===== src/rtl/sws_pkg.sv =====
`default_nettype none

package sws_pkg;

    // Input opcodes
    localparam logic [1:0] OP_BYTE = 2'd0;
    localparam logic [1:0] OP_ACK  = 2'd1;
    localparam logic [1:0] OP_TICK = 2'd2;
    localparam logic [1:0] OP_EOS  = 2'd3;

    // Result kinds
    localparam logic [2:0] KIND_HEADER    = 3'd0;
    localparam logic [2:0] KIND_PAYLOAD   = 3'd1;
    localparam logic [2:0] KIND_DELIVERED = 3'd2;
    localparam logic [2:0] KIND_GAVE_UP   = 3'd3;
    localparam logic [2:0] KIND_REJECTED  = 3'd4;

    // Configuration register indexes
    localparam logic REG_TIMEOUT  = 1'b0;
    localparam logic REG_ATTEMPTS = 1'b1;

    localparam int CFG_DATA_W = 16;

    localparam logic [15:0] TIMEOUT_RESET  = 16'd1000;
    localparam logic [2:0]  ATTEMPTS_RESET = 3'd3;

    // Decoded item; flag is last_byte for bytes and ack_seq for acknowledgements
    typedef struct packed {
        logic [1:0] op;
        logic [7:0] data;
        logic       flag;
    } cmd_t;

    typedef struct packed {
        logic [15:0] timeout_ticks;
        logic [2:0]  max_attempts;
    } cfg_t;

    typedef struct packed {
        logic [2:0] kind;
        logic       seq_bit;
        logic [4:0] frame_length;
        logic [7:0] frame_checksum;
        logic [7:0] payload_out;
        logic [2:0] attempt_number;
        logic       run_end;
    } result_t;

endpackage

`default_nettype wire


===== src/rtl/sws_if.sv =====
`default_nettype none

interface sws_item_if;
    logic       valid;
    logic       ready;
    logic [1:0] opcode;
    logic [7:0] data_byte;
    logic       last_byte;
    logic       ack_seq;

    modport source (output valid, opcode, data_byte, last_byte, ack_seq, input ready);
    modport sink   (input valid, opcode, data_byte, last_byte, ack_seq, output ready);
endinterface

interface sws_result_if;
    logic       valid;
    logic       ready;
    logic [2:0] kind;
    logic       seq_bit;
    logic [4:0] frame_length;
    logic [7:0] frame_checksum;
    logic [7:0] payload_out;
    logic [2:0] attempt_number;
    logic       run_end;

    modport source (output valid, kind, seq_bit, frame_length, frame_checksum,
                    payload_out, attempt_number, run_end, input ready);
    modport sink   (input valid, kind, seq_bit, frame_length, frame_checksum,
                    payload_out, attempt_number, run_end, output ready);
endinterface

`default_nettype wire


===== src/rtl/sws_front.sv =====
`default_nettype none

module sws_front
    import sws_pkg::*;
(
    input  wire logic   clk,
    input  wire logic   rst_n,
    sws_item_if.sink    items,
    output logic        cmd_valid,
    output cmd_t        cmd,
    input  wire logic   cmd_ready
);

    logic front_valid_reg;
    cmd_t front_cmd_reg;
    cmd_t decoded;
    logic accept;

    // Take a new item whenever the stage is empty or drains this cycle
    assign items.ready = !front_valid_reg || cmd_ready;
    assign accept      = items.valid && items.ready;

    always_comb
    begin
        decoded.op   = items.opcode;
        decoded.data = items.data_byte;
        case (items.opcode)
            OP_BYTE: decoded.flag = items.last_byte;
            OP_ACK:  decoded.flag = items.ack_seq;
            default: decoded.flag = 1'b0;
        endcase
    end

    always_ff @(posedge clk or negedge rst_n)
    begin
        if (!rst_n)
        begin
            front_valid_reg <= 1'b0;
        end
        else if (accept)
        begin
            front_valid_reg <= 1'b1;
        end
        else if (cmd_ready)
        begin
            front_valid_reg <= 1'b0;
        end
    end

    always_ff @(posedge clk)
    begin
        if (accept)
        begin
            front_cmd_reg <= decoded;
        end
    end

    assign cmd_valid = front_valid_reg;
    assign cmd       = front_cmd_reg;

endmodule

`default_nettype wire


===== src/rtl/sws_queue.sv =====
`default_nettype none

module sws_queue
    import sws_pkg::*;
(
    input  wire logic   clk,
    input  wire logic   rst_n,
    input  wire logic   push_valid,
    input  wire cmd_t   push_cmd,
    output logic        push_ready,
    output logic        pop_valid,
    output cmd_t        pop_cmd,
    input  wire logic   pop_ready
);

    localparam int DEPTH = 2;

    cmd_t       entry_reg [DEPTH];
    logic       wr_ptr_reg;
    logic       rd_ptr_reg;
    logic [1:0] count_reg;
    logic       push;
    logic       pop;

    assign push_ready = (count_reg != 2'(DEPTH));
    assign pop_valid  = (count_reg != 2'd0);
    assign pop_cmd    = entry_reg[rd_ptr_reg];
    assign push       = push_valid && push_ready;
    assign pop        = pop_valid && pop_ready;

    always_ff @(posedge clk or negedge rst_n)
    begin
        if (!rst_n)
        begin
            wr_ptr_reg <= 1'b0;
            rd_ptr_reg <= 1'b0;
            count_reg  <= 2'd0;
        end
        else
        begin
            if (push)
            begin
                wr_ptr_reg <= ~wr_ptr_reg;
            end
            if (pop)
            begin
                rd_ptr_reg <= ~rd_ptr_reg;
            end
            if (push && !pop)
            begin
                count_reg <= count_reg + 2'd1;
            end
            else if (pop && !push)
            begin
                count_reg <= count_reg - 2'd1;
            end
        end
    end

    always_ff @(posedge clk)
    begin
        if (push)
        begin
            entry_reg[wr_ptr_reg] <= push_cmd;
        end
    end

endmodule

`default_nettype wire


===== src/rtl/sws_back.sv =====
`default_nettype none

module sws_back
    import sws_pkg::*;
#(
    parameter int MAX_PAYLOAD = 16
)
(
    input  wire logic   clk,
    input  wire logic   rst_n,
    input  wire cfg_t   cfg,
    input  wire logic   cmd_valid,
    input  wire cmd_t   cmd,
    output logic        cmd_ready,
    sws_result_if.source results
);

    localparam int AW = (MAX_PAYLOAD > 1) ? $clog2(MAX_PAYLOAD) : 1;
    localparam int CW = $clog2(MAX_PAYLOAD + 1);
    localparam logic [CW-1:0] FILL_MAX = CW'(MAX_PAYLOAD);

    localparam logic [1:0] ST_IDLE = 2'd0;
    localparam logic [1:0] ST_HDR  = 2'd1;
    localparam logic [1:0] ST_DAT  = 2'd2;

    logic [1:0]    state_reg,    state_next;
    logic          send_seq_reg, send_seq_next;
    logic          awaiting_reg, awaiting_next;
    logic [2:0]    fail_reg,     fail_next;
    logic [15:0]   tick_reg,     tick_next;
    logic [CW-1:0] fill_reg,     fill_next;
    logic [7:0]    xor_reg,      xor_next;
    logic          final_reg,    final_next;
    logic [CW-1:0] idx_reg,      idx_next;
    logic          res_valid_reg, res_valid_next;
    result_t       res_reg,      res_next;

    logic [7:0]    store [MAX_PAYLOAD];
    logic [7:0]    rd_data_reg;
    logic          store_we;

    logic          out_free;
    logic          frame_seq;
    logic [7:0]    checksum;
    logic [15:0]   tmo_limit;
    logic [2:0]    att_limit;
    logic [15:0]   tick_inc;
    logic [2:0]    fail_inc;
    logic [CW-1:0] fill_plus;
    logic [CW-1:0] idx_plus;
    result_t       resolve_res;
    logic [2:0]    resolve_kind;
    logic [2:0]    resolve_att;
    logic          do_resolve;

    assign out_free  = !res_valid_reg || results.ready;
    assign frame_seq = final_reg ? 1'b0 : send_seq_reg;
    assign checksum  = {7'd0, frame_seq} ^ 8'(fill_reg) ^ xor_reg;
    assign tmo_limit = (cfg.timeout_ticks == 16'd0) ? 16'd1 : cfg.timeout_ticks;
    assign att_limit = (cfg.max_attempts == 3'd0) ? 3'd1 : cfg.max_attempts;
    assign tick_inc  = (tick_reg != 16'hFFFF) ? tick_reg + 16'd1 : tick_reg;
    assign fail_inc  = (fail_reg != 3'd7) ? fail_reg + 3'd1 : fail_reg;
    assign fill_plus = fill_reg + CW'(1);
    assign idx_plus  = idx_reg + CW'(1);

    always_comb
    begin
        resolve_res.kind           = resolve_kind;
        resolve_res.seq_bit        = frame_seq;
        resolve_res.frame_length   = 5'(fill_reg);
        resolve_res.frame_checksum = checksum;
        resolve_res.payload_out    = 8'd0;
        resolve_res.attempt_number = resolve_att;
        resolve_res.run_end        = 1'b1;
    end

    always_comb
    begin
        state_next     = state_reg;
        send_seq_next  = send_seq_reg;
        awaiting_next  = awaiting_reg;
        fail_next      = fail_reg;
        tick_next      = tick_reg;
        fill_next      = fill_reg;
        xor_next       = xor_reg;
        final_next     = final_reg;
        idx_next       = idx_reg;
        res_valid_next = res_valid_reg && !results.ready;
        res_next       = res_reg;
        cmd_ready      = 1'b0;
        store_we       = 1'b0;
        do_resolve     = 1'b0;
        resolve_kind   = KIND_DELIVERED;
        resolve_att    = fail_reg;

        case (state_reg)
            ST_IDLE:
            begin
                if (cmd_valid && out_free)
                begin
                    cmd_ready = 1'b1;
                    case (cmd.op)
                        OP_BYTE:
                        begin
                            if (awaiting_reg || fill_reg >= FILL_MAX)
                            begin
                                res_valid_next = 1'b1;
                                res_next       = '0;
                                res_next.kind    = KIND_REJECTED;
                                res_next.run_end = 1'b1;
                            end
                            else
                            begin
                                store_we  = 1'b1;
                                fill_next = fill_plus;
                                xor_next  = xor_reg ^ cmd.data;
                                if (cmd.flag || fill_plus >= FILL_MAX)
                                begin
                                    final_next    = 1'b0;
                                    awaiting_next = 1'b1;
                                    fail_next     = 3'd0;
                                    tick_next     = 16'd0;
                                    idx_next      = '0;
                                    state_next    = ST_HDR;
                                end
                            end
                        end
                        OP_EOS:
                        begin
                            if (awaiting_reg || fill_reg != '0)
                            begin
                                res_valid_next = 1'b1;
                                res_next       = '0;
                                res_next.kind    = KIND_REJECTED;
                                res_next.run_end = 1'b1;
                            end
                            else
                            begin
                                final_next    = 1'b1;
                                xor_next      = 8'd0;
                                awaiting_next = 1'b1;
                                fail_next     = 3'd0;
                                tick_next     = 16'd0;
                                idx_next      = '0;
                                state_next    = ST_HDR;
                            end
                        end
                        OP_ACK:
                        begin
                            if (awaiting_reg)
                            begin
                                if (cmd.flag == frame_seq)
                                begin
                                    do_resolve = 1'b1;
                                end
                                else
                                begin
                                    fail_next = fail_inc;
                                    tick_next = 16'd0;
                                    if (fail_inc >= att_limit)
                                    begin
                                        do_resolve   = 1'b1;
                                        resolve_kind = KIND_GAVE_UP;
                                        resolve_att  = fail_inc;
                                    end
                                    else
                                    begin
                                        idx_next   = '0;
                                        state_next = ST_HDR;
                                    end
                                end
                            end
                        end
                        OP_TICK:
                        begin
                            if (awaiting_reg)
                            begin
                                tick_next = tick_inc;
                                if (tick_inc >= tmo_limit)
                                begin
                                    fail_next = fail_inc;
                                    tick_next = 16'd0;
                                    if (fail_inc >= att_limit)
                                    begin
                                        do_resolve   = 1'b1;
                                        resolve_kind = KIND_GAVE_UP;
                                        resolve_att  = fail_inc;
                                    end
                                    else
                                    begin
                                        idx_next   = '0;
                                        state_next = ST_HDR;
                                    end
                                end
                            end
                        end
                        default:
                        begin
                            cmd_ready = 1'b1;
                        end
                    endcase

                    if (do_resolve)
                    begin
                        res_valid_next = 1'b1;
                        res_next       = resolve_res;
                        send_seq_next  = final_reg ? 1'b0 : ~send_seq_reg;
                        awaiting_next  = 1'b0;
                        fail_next      = 3'd0;
                        tick_next      = 16'd0;
                        fill_next      = '0;
                        xor_next       = 8'd0;
                        final_next     = 1'b0;
                    end
                end
            end
            ST_HDR:
            begin
                if (out_free)
                begin
                    res_valid_next         = 1'b1;
                    res_next.kind           = KIND_HEADER;
                    res_next.seq_bit        = frame_seq;
                    res_next.frame_length   = 5'(fill_reg);
                    res_next.frame_checksum = checksum;
                    res_next.payload_out    = 8'd0;
                    res_next.attempt_number = fail_reg;
                    res_next.run_end        = (fill_reg == '0);
                    state_next = (fill_reg == '0) ? ST_IDLE : ST_DAT;
                end
            end
            ST_DAT:
            begin
                // rd_data_reg already holds the byte at idx_reg
                if (out_free)
                begin
                    res_valid_next         = 1'b1;
                    res_next.kind           = KIND_PAYLOAD;
                    res_next.seq_bit        = frame_seq;
                    res_next.frame_length   = 5'(fill_reg);
                    res_next.frame_checksum = checksum;
                    res_next.payload_out    = rd_data_reg;
                    res_next.attempt_number = fail_reg;
                    res_next.run_end        = (idx_plus == fill_reg);
                    idx_next = idx_plus;
                    if (idx_plus == fill_reg)
                    begin
                        state_next = ST_IDLE;
                    end
                end
            end
            default:
            begin
                state_next = ST_IDLE;
            end
        endcase
    end

    always_ff @(posedge clk or negedge rst_n)
    begin
        if (!rst_n)
        begin
            state_reg     <= ST_IDLE;
            send_seq_reg  <= 1'b0;
            awaiting_reg  <= 1'b0;
            fail_reg      <= 3'd0;
            tick_reg      <= 16'd0;
            fill_reg      <= '0;
            xor_reg       <= 8'd0;
            final_reg     <= 1'b0;
            idx_reg       <= '0;
            res_valid_reg <= 1'b0;
        end
        else
        begin
            state_reg     <= state_next;
            send_seq_reg  <= send_seq_next;
            awaiting_reg  <= awaiting_next;
            fail_reg      <= fail_next;
            tick_reg      <= tick_next;
            fill_reg      <= fill_next;
            xor_reg       <= xor_next;
            final_reg     <= final_next;
            idx_reg       <= idx_next;
            res_valid_reg <= res_valid_next;
        end
    end

    always_ff @(posedge clk)
    begin
        res_reg <= res_next;
    end

    // Payload store: write at the fill position, read one byte ahead of the sender
    always_ff @(posedge clk)
    begin
        if (store_we)
        begin
            store[fill_reg[AW-1:0]] <= cmd.data;
        end
        rd_data_reg <= store[idx_next[AW-1:0]];
    end

    assign results.valid          = res_valid_reg;
    assign results.kind           = res_reg.kind;
    assign results.seq_bit        = res_reg.seq_bit;
    assign results.frame_length   = res_reg.frame_length;
    assign results.frame_checksum = res_reg.frame_checksum;
    assign results.payload_out    = res_reg.payload_out;
    assign results.attempt_number = res_reg.attempt_number;
    assign results.run_end        = res_reg.run_end;

    a_send_needs_outstanding: assert property (@(posedge clk) disable iff (!rst_n)
        (state_reg != ST_IDLE) |-> awaiting_reg)
        else $error("frame being sent without an outstanding frame");

    a_index_in_frame: assert property (@(posedge clk) disable iff (!rst_n)
        (state_reg == ST_DAT) |-> (idx_reg < fill_reg))
        else $error("payload index past frame length");

    a_fill_bounded: assert property (@(posedge clk) disable iff (!rst_n)
        fill_reg <= FILL_MAX)
        else $error("fill count beyond buffer size");

    a_header_outstanding: assert property (@(posedge clk) disable iff (!rst_n)
        (res_valid_reg && res_reg.kind == KIND_HEADER) |-> awaiting_reg)
        else $error("header waiting while no frame outstanding");

    a_resolve_clears: assert property (@(posedge clk) disable iff (!rst_n)
        (res_valid_next && !(res_valid_reg && !results.ready)
            && (res_next.kind == KIND_DELIVERED || res_next.kind == KIND_GAVE_UP))
        |=> (!awaiting_reg && fill_reg == '0))
        else $error("frame resolved but state not cleared");

endmodule

`default_nettype wire


===== src/rtl/stop_and_wait_sender_unit.sv =====
// Channel   | Role  | Payload
// ----------+-------+------------------------------------------------------------
// items     | sink  | opcode, data_byte, last_byte, ack_seq
// results   | source| kind, seq_bit, frame_length, frame_checksum, payload_out,
//           |       | attempt_number, run_end
// cfg       | write | cfg_we, cfg_index (0 timeout_ticks, 1 max_attempts), cfg_wdata
//
// The sender takes bytes, ticks and acknowledgements only while idle. Items flow in
// at one per cycle, unless held by a stall, through a registered decode stage and a
// two-entry command queue. For a frame the sender acts on the item, then gives one
// result per cycle unless stalled (header, then bytes) from the payload store one ahead.
// Reset clears all control state at once; the payload store is not cleared.
// A stalled result register holds the sender; the queue keeps taking items until full.
`default_nettype none

module stop_and_wait_sender_unit
    import sws_pkg::*;
#(
    parameter int MAX_PAYLOAD = 16
)
(
    input  wire logic                  clk,
    input  wire logic                  rst_n,
    sws_item_if.sink                   items,
    sws_result_if.source               results,
    input  wire logic                  cfg_we,
    input  wire logic                  cfg_index,
    input  wire logic [CFG_DATA_W-1:0] cfg_wdata
);

    cfg_t cfg_reg;
    logic front_valid;
    cmd_t front_cmd;
    logic front_ready;
    logic queue_valid;
    cmd_t queue_cmd;
    logic queue_ready;

    always_ff @(posedge clk or negedge rst_n)
    begin
        if (!rst_n)
        begin
            cfg_reg.timeout_ticks <= TIMEOUT_RESET;
            cfg_reg.max_attempts  <= ATTEMPTS_RESET;
        end
        else if (cfg_we)
        begin
            case (cfg_index)
                REG_TIMEOUT:  cfg_reg.timeout_ticks <= cfg_wdata;
                REG_ATTEMPTS: cfg_reg.max_attempts  <= cfg_wdata[2:0];
                default:      cfg_reg <= cfg_reg;
            endcase
        end
    end

    sws_front u_front (
        .clk       (clk),
        .rst_n     (rst_n),
        .items     (items),
        .cmd_valid (front_valid),
        .cmd       (front_cmd),
        .cmd_ready (front_ready)
    );

    sws_queue u_queue (
        .clk        (clk),
        .rst_n      (rst_n),
        .push_valid (front_valid),
        .push_cmd   (front_cmd),
        .push_ready (front_ready),
        .pop_valid  (queue_valid),
        .pop_cmd    (queue_cmd),
        .pop_ready  (queue_ready)
    );

    sws_back #(
        .MAX_PAYLOAD (MAX_PAYLOAD)
    ) u_back (
        .clk       (clk),
        .rst_n     (rst_n),
        .cfg       (cfg_reg),
        .cmd_valid (queue_valid),
        .cmd       (queue_cmd),
        .cmd_ready (queue_ready),
        .results   (results)
    );

endmodule

`default_nettype wire

===== src/flat_wrapper.sv =====
// flat-port wrapper written by rule: the top's interface ports become plain ports
module stop_and_wait_sender_unit_flat import sws_pkg::*;
#(
    parameter int MAX_PAYLOAD = 16
)
  (clk, rst_n, cfg_we, cfg_index, cfg_wdata, items_valid, items_opcode, items_data_byte, items_last_byte, items_ack_seq, items_ready, results_valid, results_kind, results_seq_bit, results_frame_length, results_frame_checksum, results_payload_out, results_attempt_number, results_run_end, results_ready);
  sws_item_if items_i ();
  sws_result_if results_i ();
  input  wire logic clk;
  input  wire logic rst_n;
  input  wire logic cfg_we;
  input  wire logic cfg_index;
  input  wire logic [CFG_DATA_W-1:0] cfg_wdata;
  input wire logic [$bits(items_i.valid)-1:0] items_valid;
  input wire logic [$bits(items_i.opcode)-1:0] items_opcode;
  input wire logic [$bits(items_i.data_byte)-1:0] items_data_byte;
  input wire logic [$bits(items_i.last_byte)-1:0] items_last_byte;
  input wire logic [$bits(items_i.ack_seq)-1:0] items_ack_seq;
  output wire logic [$bits(items_i.ready)-1:0] items_ready;
  output wire logic [$bits(results_i.valid)-1:0] results_valid;
  output wire logic [$bits(results_i.kind)-1:0] results_kind;
  output wire logic [$bits(results_i.seq_bit)-1:0] results_seq_bit;
  output wire logic [$bits(results_i.frame_length)-1:0] results_frame_length;
  output wire logic [$bits(results_i.frame_checksum)-1:0] results_frame_checksum;
  output wire logic [$bits(results_i.payload_out)-1:0] results_payload_out;
  output wire logic [$bits(results_i.attempt_number)-1:0] results_attempt_number;
  output wire logic [$bits(results_i.run_end)-1:0] results_run_end;
  input wire logic [$bits(results_i.ready)-1:0] results_ready;
  assign items_i.valid = items_valid;
  assign items_i.opcode = items_opcode;
  assign items_i.data_byte = items_data_byte;
  assign items_i.last_byte = items_last_byte;
  assign items_i.ack_seq = items_ack_seq;
  assign items_ready = items_i.ready;
  assign results_valid = results_i.valid;
  assign results_kind = results_i.kind;
  assign results_seq_bit = results_i.seq_bit;
  assign results_frame_length = results_i.frame_length;
  assign results_frame_checksum = results_i.frame_checksum;
  assign results_payload_out = results_i.payload_out;
  assign results_attempt_number = results_i.attempt_number;
  assign results_run_end = results_i.run_end;
  assign results_i.ready = results_ready;
  stop_and_wait_sender_unit #(.MAX_PAYLOAD(MAX_PAYLOAD)) u_core (.clk(clk), .rst_n(rst_n), .items(items_i), .results(results_i), .cfg_we(cfg_we), .cfg_index(cfg_index), .cfg_wdata(cfg_wdata));
endmodule

===== config.mk =====
export PLATFORM = sky130hd
export DESIGN_NAME = stop_and_wait_sender_unit_flat
export DESIGN_NICKNAME = d
export VERILOG_FILES = /design/src/rtl/sws_pkg.sv /design/src/rtl/sws_if.sv /design/src/rtl/sws_front.sv /design/src/rtl/sws_queue.sv /design/src/rtl/sws_back.sv /design/src/rtl/stop_and_wait_sender_unit.sv /design/src/flat_wrapper.sv
export SDC_FILE = /design/constraint.sdc
export NUM_CORES = 1
export LEC_CHECK = 0
export ABC_AREA = 1
export CAP_MARGIN = 20
export CORE_MARGIN = 5
export CORE_UTILIZATION = 30
export CTS_CLUSTER_DIAMETER = 120
export CTS_CLUSTER_SIZE = 25
export DETAILED_ROUTE_END_ITERATION = 12
export DONT_BUFFER_PORTS = 1
export GPL_TIMING_DRIVEN = 0
export PLACE_DENSITY = 0.54
export SLEW_MARGIN = 30
export SYNTH_ARGS = -nofsm -noshare
export SYNTH_HDL_FRONTEND = slang
export SYNTH_HIERARCHICAL = 1
export SYNTH_SLANG_ARGS = --single-unit

===== constraint.sdc =====
create_clock -name clk -period 5.2 [get_ports clk]
set_clock_uncertainty 0.1 [all_clocks]
set_input_delay 0.26 -clock clk [delete_from_list [all_inputs] [get_ports clk]]
set_output_delay 0.26 -clock clk [all_outputs]
set_load 0.01 [all_outputs]

==> results.py, run 1 <==
metrics = {
    "critical_path": {
        "cp_top_family": "simple AND/OR/NAND/NOR gates",
        "cp_max_fo": 10,
        "end_kind": "flip-flop",
        "required_ns": 5.34,
        "slowest_stage": "nor2_1",
        "worst-path-buf-inv": 4,
        "cp.arrival_ns": 4.75,
        "criticalPathCategory": "reg2reg",
        "crit_path_frequent_cell": "nand2_1",
        "cp_slowest_stage_delay_ns": 0.50,
        "start_kind": "flip-flop",
    },
    "grt": {
        "overflow": 0,
        "antenna_found_initial": 0,
        "grt_pass1_wl_um": 49600,
        "grt_max_degree": 68,
        "grt_pass1_vias": 8812,
        "grt.total_usage_pct": 13.2,
    },
    "clock_network": {
        "cts_tree": "built",
        "cts-root-buf": "clkbuf_16",
        "clock_latency_ns": 0.49,
        "cts.sinks": 265,
        "ctsLongestPathBuffers": 3,
        "cts_inserted_buffers": 14,
        "h-tree-depth": 1,
        "clkTransAtPathRegs_ns": 0.10,
    },
    "placement": {
        "io_buffers": 0,
        "dp.cells": 1795,
        "gp_congestion": 0.876,
        "pre_cts_ws_ns": 0.616,
        "place_area_mm2": 0.0132,
        "dpl.hpwl_um": 21700,
    },
    "final_layout": {
        "final_cells": 1874,
        "fin_area_mm2": 0.0142,
        "nets": 1403,
        "utilization_pct": 34.7,
        "diodes": 0,
        "drive_above_1_share_pct": 7.53,
        "fillers": 4126,
        "area_growth_pct": 13.7,
        "largest_reg_flops": 128,
    },
    "logic_synthesis": {
        "synth_area_leaders": "edfxtp_1, dfrtp_1, nand2_1",
        "synthDistinctLibCells": 47,
        "synth_most_common_cell": "nand2_1",
        "synth_edf_count": 190,
        "seq_area_frac_synth_pct": 60.4,
        "syn_nets": 1331,
        "yosys_warnings": 6,
        "ys_seq_elements": 265,
        "netlist_area_mm2": 0.0125,
        "syn_inst": 1262,
        "async_reset_ff_share_pct": 25.3,
        "yosysTopAreaCellShare_pct": 45.6,
        "synth_top_area_cell": "edfxtp_1",
        "syn_area_per_cell_um2": 9.91,
        "synth_common_cells": "nand2_1, nand3_1, edfxtp_1",
        "ys.flop_type": "edfxtp_1",
    },
    "sta": {
        "post-route-period-util_pct": 88.6,
        "fin_ws_ns": 0.593,
        "hold_viol_final": 0,
        "slew_violations": 0,
        "min_period_ns": 4.61,
        "slew_headroom_pct": 37.2,
        "fmax_mhz": 217,
        "setup_viol": 0,
        "final.setup.tns_ns": 0,
        "worst_pin_slew_ns": 0.938,
        "rsz0062_at_grt": "no",
    },
    "drt": {
        "drt_wl_total_um": 31100,
        "first_iter_violations": 637,
        "routedWlPerCell_um": 16.6,
        "via_count": 9031,
        "drtPass1Iterations": 5,
        "drc": 0,
        "vias_per_cell": 4.82,
        "drtAntennaViolNets": 0,
    },
    "die": {
        "dieArea_mm2": 0.0459,
        "die-width_um": 214,
        "rows": 74,
        "core_mm2": 0.0410,
        "die_h_um": 214,
        "start_util_pct": 30.5,
        "ioPinCount": 65,
    },
    "run_status": {
        "outcome": "completed",
    },
    "min_path": {
        "hold_class": "in2reg",
    },
    "power_and_ir_drop": {
        "pwr_density_cell_mw_per_mm2": 655,
        "leakage_uw": 0.00591,
        "peakVddDrop_v": 0.000336,
    },
    "job": {
        "cap_violations": 0,
    },
}
cells in the final DEF, fill, tap and decap left out, types with 18 or more instances in the layout:
cell           instances
nor2_1                78
nand2_1              308
inv_1                126
nand3_1              229
edfxtp_1             190
buf_2                 18
dlygate4sd3_1         54
dfrtp_1               59
a21oi_1               26
ha_1                  35
o21ai_0               39
report_power, final:
| group | leakage, uW | switching, uW | internal (uW) |
|---|---|---|---|
| Sequential | 0.00267 | 294 | 2960 |
| Combinational | 0.00303 | 3350 | 1450 |
| Clock | 0.000211 | 664 | 593 |
final cells by class:
type                    count  area (um2)  area share (%)
plain buffers              48         330            2.32
clock buffers              22         402            2.82
clock inverters             2        38.8           0.273
inverters                 131         492            3.46
multi-input cells         818        4170            29.3
flip-flops and latches    265        7550            53.1
well taps                 532         666            4.68
repair buffers             56         576            4.05
worst register-to-register path, delay by kind of cell, from the launching register on:
kind            cells  cell delay (ns)
compound gates      2             0.23
fa+ha+maj           2             0.48
buf+inv             4             0.89
flops               1             0.40
xor+xnor            1             0.17
simple gates       16             2.10
cells by family (layout without fill, tap and decap cells):
logic type / count (synthesis) / in the layout / share of synthesized area [%]
buffers and inverters: 179 / 259 / 6.57
AND/OR/NAND/NOR: 662 / 662 / 23.2
flip-flops: 265 / 265 / 60.4
XOR/XNOR: 24 / 24 / 1.74
AO/OA/AOI/OAI: 97 / 97 / 4.65
adder cells (fa/ha/maj): 35 / 35 / 3.50
per-layer routing:
layer / global-route usage, % / up-vias / part of all wire [%]
met4: 2.68 / 0 / 2.1
li1: - / 4412 / -
met5: 0 / - / 0
met2: 22.3 / 221 / 47
met3: 1.71 / 34 / 5.1
met1: 18.3 / 4364 / 45
final timing paths:
kind                                            from                                    end  slack, ns  cells past startpoint
max                        u_core/u_back/tick_reg[0]  u_core/u_back/results.frame_length[2]       0.59                     25
min                                    results_ready            u_core/u_back/results.valid       0.08                      5
max reg2reg                u_core/u_back/tick_reg[0]  u_core/u_back/results.frame_length[2]       0.59                     25
min reg2reg                    u_core/u_front/cmd[7]         u_core/u_queue/entry_reg[1][7]       0.35                      0
max in group asynchronous                      rst_n                      u_core/cfg_reg[8]       4.46                      2
min in group asynchronous                      rst_n                u_core/u_back/final_reg       0.19                      2
repair_timing:
item                      CTS  global route
setup buffers               0             0
hold endpoints to repair   98             0
resized for setup           0             0
hold buffers               55             0
through the flow:
step | power [uW] | hold WS (ns)
after floorplan | 6500 | -0.136
after global placement | 8000 | -0.134
after global routing | 10000 | 0.106
final | 9310 | 0.0776
after CTS | 9380 | 0.0461
after detailed placement | 8040 | -0.133
No activity file was read; power rests on OpenSTA's default activity.
==> run 2: changes to the inputs <==
--- a/config.mk
+++ b/config.mk
@@ -8,13 +8,14 @@
 export ABC_AREA = 1
 export CAP_MARGIN = 20
 export CORE_MARGIN = 5
-export CORE_UTILIZATION = 30
+export CORE_UTILIZATION = 50
 export CTS_CLUSTER_DIAMETER = 120
 export CTS_CLUSTER_SIZE = 25
 export DETAILED_ROUTE_END_ITERATION = 12
 export DONT_BUFFER_PORTS = 1
 export GPL_TIMING_DRIVEN = 0
-export PLACE_DENSITY = 0.54
+export PLACE_DENSITY = 0.75
+export SKIP_LAST_GASP = 1
 export SLEW_MARGIN = 30
 export SYNTH_ARGS = -nofsm -noshare
 export SYNTH_HDL_FRONTEND = slang
==> run 2 against run 1 <==
Cell count down 11%. Non-clock buffer count down 5. Maximum frequency shrank 3.9%. Cell area decreased by 2.4%. Core utilization is 22 points higher.
==> results.py, run 2 (synthesis results as in run 1) <==
metrics = {
    "sta": {
        "final.setup.tns_ns": 0,
        "post-route-period-util_pct": 92.2,
        "fin_ws_ns": 0.404,
        "fmax_mhz": 208,
        "setup_viol": 0,
        "slew_violations": 0,
        "slew_headroom_pct": 40.9,
        "rsz0062_at_grt": "no",
        "worst_pin_slew_ns": 0.883,
        "hold_viol_final": 0,
        "min_period_ns": 4.80,
    },
    "placement": {
        "dpl.hpwl_um": 20600,
        "pre_cts_ws_ns": 0.614,
        "io_buffers": 0,
        "gp_congestion": 0.989,
    },
    "final_layout": {
        "largest_reg_flops": 128,
        "area_growth_pct": 11.0,
        "diodes": 0,
        "mostFrequentLayoutCells": "nand2_1, nand3_1, edfxtp_1",
        "fillers": 1999,
        "nets": 1398,
        "drive_above_1_share_pct": 7.26,
        "final_common_cell": "nand2_1",
    },
    "critical_path": {
        "r2r_start": "u_core/u_back/tick_reg[2]",
        "start_kind": "flip-flop",
        "worstRegToRegCells": 19,
        "r2r-end": "u_core/u_back/results.frame_checksum[7]",
        "required_ns": 5.33,
        "rrSetupSlack_ns": 0.40,
        "cp.arrival_ns": 4.93,
        "end_kind": "flip-flop",
        "cp_max_fo": 10,
        "criticalPathCategory": "reg2reg",
    },
    "die": {
        "die_h_um": 168,
        "start_util_pct": 51.1,
        "die-width_um": 168,
        "rows": 57,
        "ioPinCount": 65,
        "core_mm2": 0.0245,
        "dieArea_mm2": 0.0283,
    },
    "clock_network": {
        "clkTransAtPathRegs_ns": 0.10,
        "cts-root-buf": "clkbuf_16",
        "cts_inserted_buffers": 14,
        "cts_resized": 0,
        "cts_tree": "built",
        "h-tree-depth": 1,
        "ctsLongestPathBuffers": 3,
        "cts.sinks": 265,
        "clock_latency_ns": 0.50,
    },
    "min_path": {
        "min_from": "results_ready",
        "hold_class": "in2reg",
        "hold_depth": 5,
        "whs_endpoint": "u_core/u_back/results.valid",
    },
    "drt": {
        "via_count": 9318,
        "drc": 0,
        "drt_wl_total_um": 30100,
        "drtPass1Iterations": 6,
        "first_iter_violations": 1034,
        "drtAntennaViolNets": 0,
        "vias_per_cell": 5.61,
        "routedWlPerCell_um": 18.1,
    },
    "grt": {
        "antenna_found_initial": 0,
        "top_usage_layer": "met2",
        "grt_use_met3_pct": 4.01,
        "grt.total_usage_pct": 20.9,
        "overflow": 0,
        "grt_use_met2_pct": 34.5,
        "grt_pass1_vias": 8811,
        "use_met1_pct": 28.7,
        "grt_pass1_wl_um": 47200,
        "grt_max_degree": 68,
    },
    "power_and_ir_drop": {
        "pwr_density_cell_mw_per_mm2": 666,
        "power.internal_uw": 4960,
        "leakage_uw": 0.00588,
        "switching_share_pct": 46.4,
        "combPwrFrac_pct": 51.8,
        "peakVddDrop_v": 0.000356,
        "p_sw_uw": 4290,
        "p_clk_share_pct": 12.9,
        "seq_power_share_pct": 35.3,
    },
    "job": {
        "cap_violations": 0,
    },
    "run_status": {
        "outcome": "completed",
    },
}
[run 2: cell types whose count changed in the layout (fill, tap and decap cells not counted)]
| cell | change |
|---|---|
| clkbuf_1 | +1 |
| bufinv_16 | -1 |
| dlygate4sd3_1 | -4 |
| nor2_2 | -2 |
| buf_4 | -1 |
| nor2_1 | +2 |
| inv_8 | +1 |
| clkinv_4 | -1 |
[run 2: metrics by stage]
stage	util, %	power, uW	std cells	instance area (um2)	hold WS [ns]
finish	56.8	9240	1661	13900	0.0183
CTS	56.7	9190	1661	13900	0.0138
floorplan	-	6500	1262	12500	-0.136
global route	56.8	9880	1661	13900	0.0315
global placement	52.8	7820	1586	12900	-0.132
detailed placement	52.9	7930	1586	12900	-0.133
[run 2: worst max-delay path: stages (launching register included)]
cell	delay [ns]
dfrtp_1	0.39
inv_1	0.06
nor3_1	0.37
nand4_1	0.23
nor4_1	0.55
a21oi_1	0.16
a31oi_1	0.29
ha_1	0.32
a21oi_1	0.14
o21ai_0	0.10
nor2_1	0.26
nand2_1	0.15
nand3_1	0.12
o21ai_1	0.08
nand2_1	0.12
buf_2	0.24
nor2_1	0.13
nor2_1	0.33
buf_2	0.32
nor2_1	0.09
[run 2: how the worst max path moves through the flow]
stage | start | to | slack, ns | cells past startpoint
after floorplan | u_core/u_back/tick_reg[0] | u_core/u_back/results.attempt_number[0] | 1.54 | 24
after global placement | u_core/u_back/tick_reg[2] | u_core/u_back/results.frame_checksum[4] | 0.73 | 19
after detailed placement | u_core/u_back/tick_reg[2] | u_core/u_back/results.frame_checksum[7] | 0.61 | 19
after CTS | u_core/u_back/tick_reg[2] | u_core/u_back/results.frame_checksum[7] | 0.58 | 19
after global routing | u_core/u_back/tick_reg[2] | u_core/u_back/results.frame_checksum[7] | 0.12 | 19
final | u_core/u_back/tick_reg[2] | u_core/u_back/results.frame_checksum[7] | 0.40 | 19
[run 2: repair_timing]
| action | 4_1_cts | 5_1_grt |
|---|---|---|
| endpoints found under the hold margin | 98 | 0 |
| hold buffers | 51 | 0 |
| buffers inserted | 0 | 0 |
[run 2: layout make-up]
class                   count  area [um2]  area share (%)
multi-input cells         818        4160            30.0
inverters                 131         492            3.54
well taps                 324         405            2.92
repair buffers             51         528            3.80
clock inverters             1        11.3          0.0811
flip-flops and latches    265        7550            54.4
plain buffers              48         330            2.38
clock buffers              23         405            2.92
[run 2: power by group through the flow]
stage / sequential (uW) / combinational [uW] / clock, uW
after global placement: 3300 / 4510 / 0
after CTS: 3260 / 4700 / 1220
after floorplan: 3220 / 3270 / 0
final: 3260 / 4780 / 1200
after global routing: 3310 / 5260 / 1310
after detailed placement: 3310 / 4630 / 0
[run 2: layer usage]
layer | up-vias | part of all wire, %
met5 | - | 0
met3 | 60 | 8.9
met2 | 424 | 47
met4 | 0 | 2.8
met1 | 4433 | 41
li1 | 4401 | -
==> run 3: changes to the inputs <==
--- a/config.mk
+++ b/config.mk
@@ -14,7 +14,7 @@
 export DETAILED_ROUTE_END_ITERATION = 12
 export DONT_BUFFER_PORTS = 1
 export GPL_TIMING_DRIVEN = 0
-export PLACE_DENSITY = 0.75
+export PLACE_DENSITY = 0.78
 export SKIP_LAST_GASP = 1
 export SLEW_MARGIN = 30
 export SYNTH_ARGS = -nofsm -noshare
==> constraint.sdc (replaced) <==
create_clock -name clk -period 4.1 [get_ports clk]
set_clock_uncertainty 0.1 [all_clocks]
set_input_delay 0.205 -clock clk [delete_from_list [all_inputs] [get_ports clk]]
set_output_delay 0.205 -clock clk [all_outputs]
set_load 0.01 [all_outputs]
==> run 3 against run 2 <==
Routed wire length increased by 2.4%. Cell count up 1.4%. Sequential power grew 27%. Cell area is 3.8% higher. Via count rose by 1.3%. Non-clock buffer count is 24 higher. Total power rose by 34%. Core utilization is 2.1 points higher. Clock power increased by 27%. Critical endpoint is now u_core/u_back/rd_data_reg[5].
==> results.py, run 3 (synthesis results as in run 1) <==
metrics = {
    "run_status": {
        "outcome": "completed",
    },
    "drt": {
        "drt_wl_total_um": 30800,
        "first_iter_violations": 1051,
        "via_count": 9436,
        "vias_per_cell": 5.60,
        "drc": 0,
        "drtPass1Iterations": 6,
        "drtAntennaViolNets": 0,
        "routedWlPerCell_um": 18.3,
    },
    "critical_path": {
        "worstRegToRegCells": 23,
        "required_ns": 4.39,
        "rrSetupSlack_ns": 0.19,
        "criticalPathCategory": "reg2reg",
        "r2r-end": "u_core/u_back/rd_data_reg[5]",
        "start_kind": "flip-flop",
        "end_kind": "flip-flop",
        "r2r_start": "u_core/u_back/tick_reg[1]",
        "cp_max_fo": 10,
        "cp.arrival_ns": 4.20,
    },
    "placement": {
        "pre_cts_ws_ns": -0.513,
        "gp_congestion": 0.962,
        "place_area_mm2": 0.0129,
        "io_buffers": 0,
        "dpl.hpwl_um": 20500,
    },
    "grt": {
        "grt_pass1_vias": 9123,
        "grt_max_degree": 68,
        "grt_pass1_wl_um": 47900,
        "antenna_found_initial": 0,
        "overflow": 0,
        "grt.total_usage_pct": 21.2,
    },
    "sta": {
        "min_period_ns": 3.91,
        "worst_pin_slew_ns": 0.897,
        "post-route-period-util_pct": 95.4,
        "fin_ws_ns": 0.188,
        "setup_viol": 0,
        "slew_headroom_pct": 40.0,
        "fmax_mhz": 256,
        "hold_viol_final": 0,
        "slew_violations": 0,
    },
    "final_layout": {
        "drive_above_1_share_pct": 12.2,
        "final_common_cell": "nand2_1",
        "area_growth_pct": 15.2,
        "fin_area_mm2": 0.0144,
        "diodes": 0,
        "fillers": 1924,
        "largest_reg_flops": 128,
        "nets": 1422,
        "mostFrequentLayoutCells": "nand2_1, nand3_1, edfxtp_1",
    },
    "die": {
        "core_mm2": 0.0245,
        "die-width_um": 168,
        "start_util_pct": 51.1,
        "ioPinCount": 65,
        "rows": 57,
        "dieArea_mm2": 0.0283,
        "die_h_um": 168,
    },
    "clock_network": {
        "cts.sinks": 265,
        "clock_latency_ns": 0.50,
        "cts-root-buf": "clkbuf_16",
        "ctsLongestPathBuffers": 3,
        "clkTransAtPathRegs_ns": 0.11,
        "h-tree-depth": 1,
        "cts_inserted_buffers": 14,
        "cts_tree": "built",
    },
    "power_and_ir_drop": {
        "combPwrFrac_pct": 54.4,
        "leakage_uw": 0.00615,
        "peakVddDrop_v": 0.000476,
        "p_sw_uw": 5730,
        "p_clk_share_pct": 12.2,
        "seq_power_share_pct": 33.4,
        "switching_share_pct": 46.1,
        "power.internal_uw": 6700,
        "pwr_density_cell_mw_per_mm2": 863,
    },
    "job": {
        "cap_violations": 0,
    },
    "min_path": {
        "hold_class": "in2async",
    },
}
run 3: worst max path at each step:
stage	startpoint	to	slack [ns]
2_1_floorplan	u_core/u_back/tick_reg[0]	u_core/u_back/results.attempt_number[0]	0.44
3_3_place_gp	u_core/u_back/tick_reg[0]	u_core/u_back/results.frame_checksum[6]	-0.43
3_5_place_dp	u_core/u_back/tick_reg[2]	u_core/u_back/results.frame_checksum[6]	-0.51
4_1_cts	u_core/u_back/tick_reg[0]	u_core/u_back/xor_reg[7]	0.001
5_1_grt	u_core/u_back/tick_reg[1]	u_core/u_back/tick_reg[15]	-0.05
6_report	u_core/u_back/tick_reg[1]	u_core/u_back/rd_data_reg[5]	0.19
run 3: routing by layer:
metal | wire length (um) | up-vias | global-route usage, %
li1 | - | 4444 | -
met1 | 12300 | 4487 | 28.7
met2 | 15100 | 437 | 35.3
met3 | 2460 | 68 | 3.31
met4 | 911 | 0 | 6.74
met5 | 0 | - | 0
run 3: layout make-up:
class	count	area (um2)	share of cell area (%)
Sequential cell	265	7550	52.4
Multi-Input combinational cell	818	4400	30.6
Buffer	48	399	2.77
Clock inverter	1	11.3	0.0781
Inverter	131	494	3.43
Timing Repair Buffer	75	738	5.12
Tap cell	324	405	2.81
Clock buffer	23	405	2.81
run 3: per-stage QoR:
stage / hold slack [ns] / power, uW / util, % / TNS, ns / instances
floorplan: -0.191 / 8240 / - / 0 / 1262
global placement: -0.188 / 9830 / 52.8 / -18.60 / 1586
detailed placement: -0.188 / 10000 / 52.9 / -15.46 / 1586
CTS: 0.164 / 11800 / 57.2 / 0 / 1667
global route: 0.190 / 13200 / 58.9 / -0.394 / 1685
finish: 0.182 / 12400 / 58.9 / 0 / 1685
run 3: critical path, stage by stage, from the launching register on:
cell,delay [ns]
dfrtp_1,0.41
inv_1,0.11
nor3_4,0.21
nand4_1,0.25
nor4_4,0.37
a21oi_1,0.11
a31oi_1,0.24
ha_1,0.32
a21oi_2,0.12
o21ai_1,0.11
nor2_4,0.15
nand3_4,0.11
nand2_4,0.11
nand2_1,0.08
nand2_2,0.10
nand2_2,0.09
buf_8,0.16
buf_6,0.15
nand2_1,0.06
nand3_1,0.07
nand3_1,0.12
nand2_1,0.10
nand2_1,0.06
nand2_1,0.07
run 3: power by group through the flow:
stage / Clock (uW) / Combinational (uW) / Sequential (uW)
global route: 1660 / 7350 / 4200
detailed placement: 0 / 5830 / 4200
CTS: 1540 / 6080 / 4140
finish: 1520 / 6760 / 4150
floorplan: 0 / 4150 / 4090
global placement: 0 / 5650 / 4180
run 3: what timing repair did:
action,in CTS,in global routing
cloned,0,2
endpoints found under the setup margin,78,90
hold buffers,52,0
pin swaps,5,25
endpoints found under the hold margin,99,0
setup buffers,5,16
gates resized for setup,18,64
